### src/design/lcgj_pkg.sv
// Package for the LCG jump-ahead block: widths, generator constants, op codes
// and the structs passed between the sequencer, multiply-add unit and top.
// No dependencies.
package lcgj_pkg;

   localparam int STATE_W   = 31;
   localparam int VALUE_W   = 32;
   localparam int OP_W      = 2;
   localparam int SKIP_BITS = 32;
   // only the bits of value that exist can count towards a jump
   localparam int SKIP_W    = (SKIP_BITS < VALUE_W) ? SKIP_BITS : VALUE_W;

   localparam logic [STATE_W-1:0] LCG_MUL = STATE_W'(1103515245);
   localparam logic [STATE_W-1:0] LCG_ADD = STATE_W'(12345);

   localparam logic [OP_W-1:0] OP_LOAD = OP_W'(0);
   localparam logic [OP_W-1:0] OP_NEXT = OP_W'(1);
   localparam logic [OP_W-1:0] OP_JUMP = OP_W'(2);

   // operands of the shared multiply-add: res = (mul * y + add) mod 2^31
   typedef struct packed {
      logic [STATE_W-1:0] mul;
      logic [STATE_W-1:0] y;
      logic [STATE_W-1:0] add;
   } mac_op_type;

   // sequencer status towards the result register
   typedef struct packed {
      logic               done;
      logic [STATE_W-1:0] state;
   } ctrl_stat_type;

endpackage

### src/design/lcgj_if.sv
// Valid/ready channel interfaces for the LCG jump-ahead block.
// Depends on lcgj_pkg for field widths.
interface lcgj_req_if;
   import lcgj_pkg::*;

   logic               valid;
   logic               ready;
   logic [OP_W-1:0]    op;
   logic [VALUE_W-1:0] value;

   modport source (output valid, output op, output value, input ready);
   modport sink   (input valid, input op, input value, output ready);
endinterface

interface lcgj_rsp_if;
   import lcgj_pkg::*;

   logic               valid;
   logic               ready;
   logic [STATE_W-1:0] rand_value;

   modport source (output valid, output rand_value, input ready);
   modport sink   (input valid, input rand_value, output ready);
endinterface

### src/design/lcgj_mac.sv
// Shared multiply-add unit, mod 2^31: one 31x31 low-half product plus an add.
// Depends on lcgj_pkg; the caller registers the result.
module lcgj_mac (
   input  lcgj_pkg::mac_op_type          op,
   output logic [lcgj_pkg::STATE_W-1:0]  res
);
   import lcgj_pkg::*;

   logic [STATE_W-1:0] prod_lo;

   // only the low 31 bits of the product survive the modulus
   assign prod_lo = STATE_W'(op.mul * op.y);
   assign res     = STATE_W'(prod_lo + op.add);

endmodule

### src/design/lcgj_ctrl.sv
// Sequencer for the LCG: holds the generator state and the affine map
// (pmul, padd) and steps the shared multiply-add through a jump, bit by bit.
// Depends on lcgj_pkg, lcgj_if and lcgj_mac.
module lcgj_ctrl (
   input  logic                    clock,
   input  logic                    reset,
   lcgj_req_if.sink                req_port,
   input  logic                    out_free,
   output lcgj_pkg::ctrl_stat_type stat
);
   import lcgj_pkg::*;

   typedef enum logic [5:0] {
      S_IDLE     = 6'b000001,
      S_STEP     = 6'b000010,
      S_JUMP_Y   = 6'b000100,
      S_JUMP_ADD = 6'b001000,
      S_JUMP_MUL = 6'b010000,
      S_DONE     = 6'b100000
   } state_type;

   state_type          state_ff, state_in;
   logic [STATE_W-1:0] y_ff, y_in;
   logic [STATE_W-1:0] pmul_ff, pmul_in;
   logic [STATE_W-1:0] padd_ff, padd_in;
   logic [SKIP_W-1:0]  skip_ff, skip_in;
   logic [SKIP_W-1:0]  skip_rest;
   logic [SKIP_W-1:0]  skip_new;
   mac_op_type         mac_op;
   logic [STATE_W-1:0] mac_res;
   logic               accept;

   lcgj_mac u_mac (
      .op  (mac_op),
      .res (mac_res)
   );

   assign req_port.ready = (state_ff == S_IDLE);
   assign accept         = req_port.valid && req_port.ready;
   assign skip_rest      = skip_ff >> 1;
   assign skip_new       = req_port.value[SKIP_W-1:0];

   always_comb begin
      mac_op = '0;
      unique case (state_ff)
         S_STEP: begin
            mac_op.mul = LCG_MUL;
            mac_op.y   = y_ff;
            mac_op.add = LCG_ADD;
         end
         S_JUMP_Y: begin
            mac_op.mul = pmul_ff;
            mac_op.y   = y_ff;
            mac_op.add = padd_ff;
         end
         S_JUMP_ADD: begin
            // square the map, additive part: k' = m*k + k
            mac_op.mul = pmul_ff;
            mac_op.y   = padd_ff;
            mac_op.add = padd_ff;
         end
         S_JUMP_MUL: begin
            mac_op.mul = pmul_ff;
            mac_op.y   = pmul_ff;
            mac_op.add = '0;
         end
         default: begin
            mac_op = '0;
         end
      endcase
   end

   always_comb begin
      state_in = state_ff;
      y_in     = y_ff;
      pmul_in  = pmul_ff;
      padd_in  = padd_ff;
      skip_in  = skip_ff;
      unique case (state_ff)
         S_IDLE: begin
            if (accept) begin
               pmul_in = LCG_MUL;
               padd_in = LCG_ADD;
               skip_in = skip_new;
               case (req_port.op)
                  OP_LOAD: begin
                     y_in     = req_port.value[STATE_W-1:0];
                     state_in = S_DONE;
                  end
                  OP_NEXT: state_in = S_STEP;
                  OP_JUMP: state_in = (skip_new == '0) ? S_DONE : S_JUMP_Y;
                  default: state_in = S_DONE;
               endcase
            end
         end
         S_STEP: begin
            y_in     = mac_res;
            state_in = S_DONE;
         end
         S_JUMP_Y: begin
            if (skip_ff[0]) begin
               y_in = mac_res;
            end
            // no higher skip bits left: the squared map is never needed
            state_in = (skip_rest == '0) ? S_DONE : S_JUMP_ADD;
         end
         S_JUMP_ADD: begin
            padd_in  = mac_res;
            state_in = S_JUMP_MUL;
         end
         S_JUMP_MUL: begin
            pmul_in  = mac_res;
            skip_in  = skip_rest;
            state_in = S_JUMP_Y;
         end
         S_DONE: begin
            if (out_free) begin
               state_in = S_IDLE;
            end
         end
         default: state_in = S_IDLE;
      endcase
   end

   always_ff @(posedge clock) begin
      if (reset) begin
         state_ff <= S_IDLE;
         y_ff     <= '0;
      end else begin
         state_ff <= state_in;
         y_ff     <= y_in;
      end
   end

   always_ff @(posedge clock) begin
      pmul_ff <= pmul_in;
      padd_ff <= padd_in;
      skip_ff <= skip_in;
   end

   assign stat.done  = (state_ff == S_DONE);
   assign stat.state = y_ff;

`ifndef NO_ASSERTIONS
   a_onehot_state: assert property (@(posedge clock) disable iff (reset)
      $onehot(state_ff))
      else $error("sequencer state not one-hot");

   a_jump_start: assert property (@(posedge clock) disable iff (reset)
      accept && req_port.op == OP_JUMP && skip_new != '0 |=> state_ff == S_JUMP_Y)
      else $error("non-zero jump did not start the bit loop");

   a_skip_shift: assert property (@(posedge clock) disable iff (reset)
      state_ff == S_JUMP_MUL |=> state_ff == S_JUMP_Y && skip_ff == $past(skip_rest))
      else $error("skip count not shifted after squaring");

   a_y_hold: assert property (@(posedge clock) disable iff (reset)
      state_ff == S_JUMP_ADD || state_ff == S_JUMP_MUL || state_ff == S_DONE
      |=> $stable(y_ff))
      else $error("state changed outside an update step");

   a_done_hold: assert property (@(posedge clock) disable iff (reset)
      state_ff == S_DONE && !out_free |=> state_ff == S_DONE)
      else $error("result dropped while output register busy");
`endif

endmodule

### src/design/lcg_with_jump_ahead_core.sv
// BSD-style LCG (mod 2^31) with jump-ahead: top level with result register.
// Depends on lcgj_pkg, lcgj_if and lcgj_ctrl.
//
// Usage: each request transaction on req_port carries op and value. op
// OP_LOAD sets the state to value mod 2^31, OP_NEXT advances one step,
// OP_JUMP advances by the low SKIP_BITS bits of value; an unused op code
// leaves the state alone. Every request gives one response transaction on
// rsp_port whose rand_value is the state after the operation.
// From acceptance to rsp valid, a load, unused op or zero jump passes through
// S_DONE and the output register, a single step through S_STEP first. A jump
// walks the skip bits from the lowest up to the highest set bit: each uses
// the shared multiply-add once to apply the map (kept only if the bit is set)
// and, but for the highest, twice to square it. One request is in work at a time;
// the next one is taken once the previous result sits in the output register.
// Reset (synchronous, active high) clears the state to zero and empties the
// output register. If the receiver stalls, the result waits in the output
// register; one further request may complete and then waits in the sequencer.
module lcg_with_jump_ahead_core (
   input  logic       clock,
   input  logic       reset,
   lcgj_req_if.sink   req_port,
   lcgj_rsp_if.source rsp_port
);
   import lcgj_pkg::*;

   ctrl_stat_type      stat;
   logic               out_free;
   logic               rsp_valid_ff, rsp_valid_in;
   logic [STATE_W-1:0] rsp_data_ff, rsp_data_in;

   lcgj_ctrl u_ctrl (
      .clock    (clock),
      .reset    (reset),
      .req_port (req_port),
      .out_free (out_free),
      .stat     (stat)
   );

   assign out_free = !rsp_valid_ff || rsp_port.ready;

   always_comb begin
      rsp_valid_in = rsp_valid_ff;
      rsp_data_in  = rsp_data_ff;
      if (out_free) begin
         rsp_valid_in = stat.done;
         rsp_data_in  = stat.state;
      end
   end

   always_ff @(posedge clock) begin
      if (reset) begin
         rsp_valid_ff <= 1'b0;
      end else begin
         rsp_valid_ff <= rsp_valid_in;
      end
   end

   always_ff @(posedge clock) begin
      rsp_data_ff <= rsp_data_in;
   end

   assign rsp_port.valid      = rsp_valid_ff;
   assign rsp_port.rand_value = rsp_data_ff;

endmodule

### src/flat_wrapper.sv
// flat-port wrapper written by rule: the top's interface ports become plain ports
module lcg_with_jump_ahead_core_flat import lcgj_pkg::*;
  (clock, reset, req_port_valid, req_port_op, req_port_value, req_port_ready, rsp_port_valid, rsp_port_rand_value, rsp_port_ready);
  lcgj_req_if req_port_i ();
  lcgj_rsp_if rsp_port_i ();
  input  logic clock;
  input  logic reset;
  input wire logic [$bits(req_port_i.valid)-1:0] req_port_valid;
  input wire logic [$bits(req_port_i.op)-1:0] req_port_op;
  input wire logic [$bits(req_port_i.value)-1:0] req_port_value;
  output wire logic [$bits(req_port_i.ready)-1:0] req_port_ready;
  output wire logic [$bits(rsp_port_i.valid)-1:0] rsp_port_valid;
  output wire logic [$bits(rsp_port_i.rand_value)-1:0] rsp_port_rand_value;
  input wire logic [$bits(rsp_port_i.ready)-1:0] rsp_port_ready;
  assign req_port_i.valid = req_port_valid;
  assign req_port_i.op = req_port_op;
  assign req_port_i.value = req_port_value;
  assign req_port_ready = req_port_i.ready;
  assign rsp_port_valid = rsp_port_i.valid;
  assign rsp_port_rand_value = rsp_port_i.rand_value;
  assign rsp_port_i.ready = rsp_port_ready;
  lcg_with_jump_ahead_core u_core (.clock(clock), .reset(reset), .req_port(req_port_i), .rsp_port(rsp_port_i));
endmodule
### config.mk
export PLATFORM = sky130hd
export DESIGN_NAME = lcg_with_jump_ahead_core_flat
export DESIGN_NICKNAME = d
export VERILOG_FILES = /design/src/design/lcgj_pkg.sv /design/src/design/lcgj_if.sv /design/src/design/lcgj_mac.sv /design/src/design/lcgj_ctrl.sv /design/src/design/lcg_with_jump_ahead_core.sv /design/src/flat_wrapper.sv
export SDC_FILE = /design/constraint.sdc
export NUM_CORES = 2
export LEC_CHECK = 0
export BUFFER_PORTS_ARGS = -buffer_cell sky130_fd_sc_hd__buf_2
export CAP_MARGIN = 15
export CORE_MARGIN = 2
export CORE_UTILIZATION = 55
export DETAILED_ROUTE_END_ITERATION = 8
export PLACE_DENSITY = 0.72
export SLEW_MARGIN = 40
export SYNTH_ARGS = -nofsm -noshare
export SYNTH_HDL_FRONTEND = slang
export SYNTH_SLANG_ARGS = --single-unit
### constraint.sdc
create_clock -name clock -period 12.25 [get_ports clock]
set_clock_uncertainty 0.2 [all_clocks]
set_input_delay 0 -clock clock [delete_from_list [all_inputs] [get_ports clock]]
set_output_delay 0 -clock clock [all_outputs]
set_load 0.005 [all_outputs]
==> impl_metrics.json <==
{
  "fin_crit_sh": 0.8413,
  "syn_inst": 2514,
  "relSlewSlack": 0.3639,
  "finalMaxSlewViolations": 0,
  "drive_gt1_frac": 0.07333,
  "cts.repair.resized": 0,
  "ir_worst_vdd_mv": 0.1104,
  "core_sq_mm": 0.04092,
  "regArea_sq_mm": 0.004514,
  "cts_buffer_depth": 2,
  "n_antenna_cell": 0,
  "grt_pass1_vias": 20103,
  "cts.clk_slew.worst_paths_ps": 60,
  "grt_max_degree": 51,
  "r2r-start": "u_core.u_ctrl.state_ff[1]$_SDFFE_PP0P_",
  "synth-compound-area-share": 0.07479,
  "crit_path_end_kind": "flop",
  "dpl.hpwl_mm": 61.50,
  "grt_pass1_wl_mm": 120.0,
  "syn2layout_area_growth_pct": 8.566,
  "first_iter_violations": 2368,
  "final_nets": 3147,
  "hold_class": "input pin to flop",
  "synth_top_family_by_area": "adder cells",
  "hold_viol": 0,
  "vias": 18906,
  "cp-start-kind": "flop",
  "cts_setup_buffers": 0,
  "finalCriticalPeriod_ps": 10310,
  "ys.flop_type": "edfxtp_1",
  "cp_max_fo": 30,
  "synth_xor_area_frac": 0.03551,
  "start_util": 0.5596,
  "yosys_warnings": 0,
  "synth_top_area_cell": "fa_1",
  "tightest_slew_ps": 950.7,
  "r2r_end": "u_core.u_ctrl.y_ff[28]$_SDFFE_PP0P_",
  "firstDrtPassIters": 6,
  "tritoncts": "done",
  "drc": 0,
  "cap_violations": 0,
  "antenna_found_initial": 2,
  "ys_types": 73,
  "p_per_area_mw_per_mm2": 56.55,
  "synth_nets": 3083,
  "ant_nets": 0,
  "numPortBuffers": 70,
  "reg2reg_depth": 27,
  "multi_input_area_sq_mm": 0.01624,
  "cp_num_buf_inv": 4,
  "fin_tns_setup_ps": 0,
  "clock_latency_ps": 440,
  "rsz0062_at_grt": "no",
  "dieArea_sq_mm": 0.04329,
  "overflow": 0,
  "synth_mux_area_frac": 0.0009287,
  "status": "finished, final reports clean",
  "worstPathArrival_ps": 10460,
  "dieWidth_um": 208.1,
  "synth.yosys.seq_area_share": 0.1971,
  "track_usage": 0.3718,
  "cp.depth": 27,
  "p_leak_uw": 0.01151,
  "cts_num_sinks": 163,
  "cts_buffers": 17,
  "timing.critical_path.required_ps": 12410,
  "viasPerCell": 6.054,
  "yosys.cell_count.top_type": "inv_1",
  "wirelength_mm": 78.25,
  "fmax_mhz": 97.03,
  "synth_seq_cells": 163,
  "die_h_um": 208.1,
  "synth.avg_cell_area_sq_um": 9.110,
  "synth_edf_count": 125,
  "fillCellCount": 3537,
  "postCtsHoldBufs": 39,
  "yosys-top-cells-area": "fa_1 (36%), edfxtp_1 (16%), inv_1 (7.5%), ha_1 (6.7%), nand2_1 (5.8%)",
  "row_count": 74,
  "synth_commonest_cells": "inv_1 (457), fa_1 (408), nand2_1 (356)",
  "finalWeightedCongestion": 1.060,
  "pin_count": 71,
  "cp_common_cell": "fa_1",
  "netlist.area_leader.share": 0.3566,
  "rrSetupSlack_ps": 1940,
  "root_buffer": "clkbuf_16",
  "synthAdderAreaFrac": 0.4238,
  "power_uw": 1406,
  "htree_num_levels": 4,
  "synthSimpleGateAreaFrac": 0.1710,
  "wire_per_inst_um": 25.06,
  "synth_area_sq_mm": 0.02290,
  "startpoint": "u_core.u_ctrl.state_ff[1]$_SDFFE_PP0P_",
  "critical_path_class": "flop to flop",
  "ys_async_sr_fraction": 0,
  "crit_path_top_delay_cell": "nor2_1",
  "max_stage_delay_ps": 790,
  "crit_end": "u_core.u_ctrl.y_ff[28]$_SDFFE_PP0P_",
  "finalSetupViolations": 0,
  "crit_family": "adder cells"
}
## layer usage
layer  part of all wire  up-vias  track usage
met5                  0        -            0
met4              0.066        0       0.1961
met2               0.44     1301       0.5773
met3               0.12      305      0.09026
li1                   -     7971            -
met1               0.37     9329       0.4859
## cells by family after synthesis
group	count (synthesis)
and+or+nand+nor	907
buffers and inverters	577
adders and majority gates	531
AOI/OAI and AO/OA	253
DFF	163
xor gates and xnor gates	81
muxes	2
## metrics by stage
step	hold WS, ps	cell area [sq um]	setup slack (ps)	instances	utilization
3_3_place_gp	74.75	23830	2429	3048	0.5823
6_report	116.2	24870	1944	3123	0.6076
4_1_cts	174.9	24840	2238	3123	0.6071
2_1_floorplan	-53.73	22900	3555	2514	-
3_5_place_dp	78.93	23870	2303	3052	0.5833
5_1_grt	144.9	24870	1738	3123	0.6076
## how the worst min path moves through the flow
stage | slack (ps) | depth (start not counted) | startpoint | to
final | 120 | 2 | rsp_port_ready | u_core.rsp_port.rand_value[23]$_DFFE_PP_
after global routing | 140 | 2 | rsp_port_ready | u_core.rsp_port.rand_value[29]$_DFFE_PP_
after CTS | 170 | 4 | req_port_value[25] | u_core.u_ctrl.y_ff[25]$_SDFFE_PP0P_
after detailed placement | 80 | 3 | req_port_value[25] | u_core.u_ctrl.y_ff[25]$_SDFFE_PP0P_
after global placement | 70 | 3 | req_port_value[25] | u_core.u_ctrl.y_ff[25]$_SDFFE_PP0P_
after floorplan | -50 | 2 | req_port_value[25] | u_core.u_ctrl.y_ff[25]$_SDFFE_PP0P_
## report_power, final
part           internal (uW)  total, uW  switching, uW  leakage, uW
combinational           61.0        186            125      0.00969
sequential               650        696           46.0      0.00153
clock                    306        524            218     0.000285
total                   1020       1410            389       0.0115
## flip-flops by register name (all words and copies together), names as in the netlist
signal	count
u_core.u_ctrl.skip_ff	32
u_core.rsp_port.rand_value	31
u_core.u_ctrl.padd_ff	31
u_core.u_ctrl.pmul_ff	31
u_core.u_ctrl.y_ff	31
u_core.u_ctrl.state_ff	6
u_core.rsp_port.valid	1
## layout make-up
| class | count | area share |
|---|---|---|
| inverters | 457 | 0.06899 |
| flip-flops and latches | 163 | 0.1816 |
| clock inverters | 5 | 0.001459 |
| multi-input cells | 1774 | 0.6530 |
| well taps | 532 | 0.02677 |
| repair buffers | 165 | 0.04629 |
| clock buffers | 27 | 0.02194 |
## cells in the final DEF, fill, tap and decap left out, types with 5 or more instances in the layout
cell type,n
a21o_1,23
a21oi_1,46
a221o_1,7
a221oi_1,7
a222oi_1,14
a22oi_1,6
a311oi_1,5
a31oi_1,5
and2_1,21
and3_1,26
and3b_1,7
buf_2,74
buf_4,52
clkbuf_16,19
dfxtp_1,38
dlygate4sd3_1,39
edfxtp_1,125
fa_1,408
ha_1,123
inv_1,457
nand2_1,353
nand2b_1,29
nand3_1,37
nor2_1,353
nor2b_1,6
nor3_1,17
nor4_1,15
o211ai_1,19
o21a_1,6
o21ai_0,69
o21ai_1,5
o21bai_1,6
or2_2,5
or3_1,6
xnor2_1,55
xnor3_1,7
xor2_1,18
Note: power is estimated with default switching activity, not from simulation.
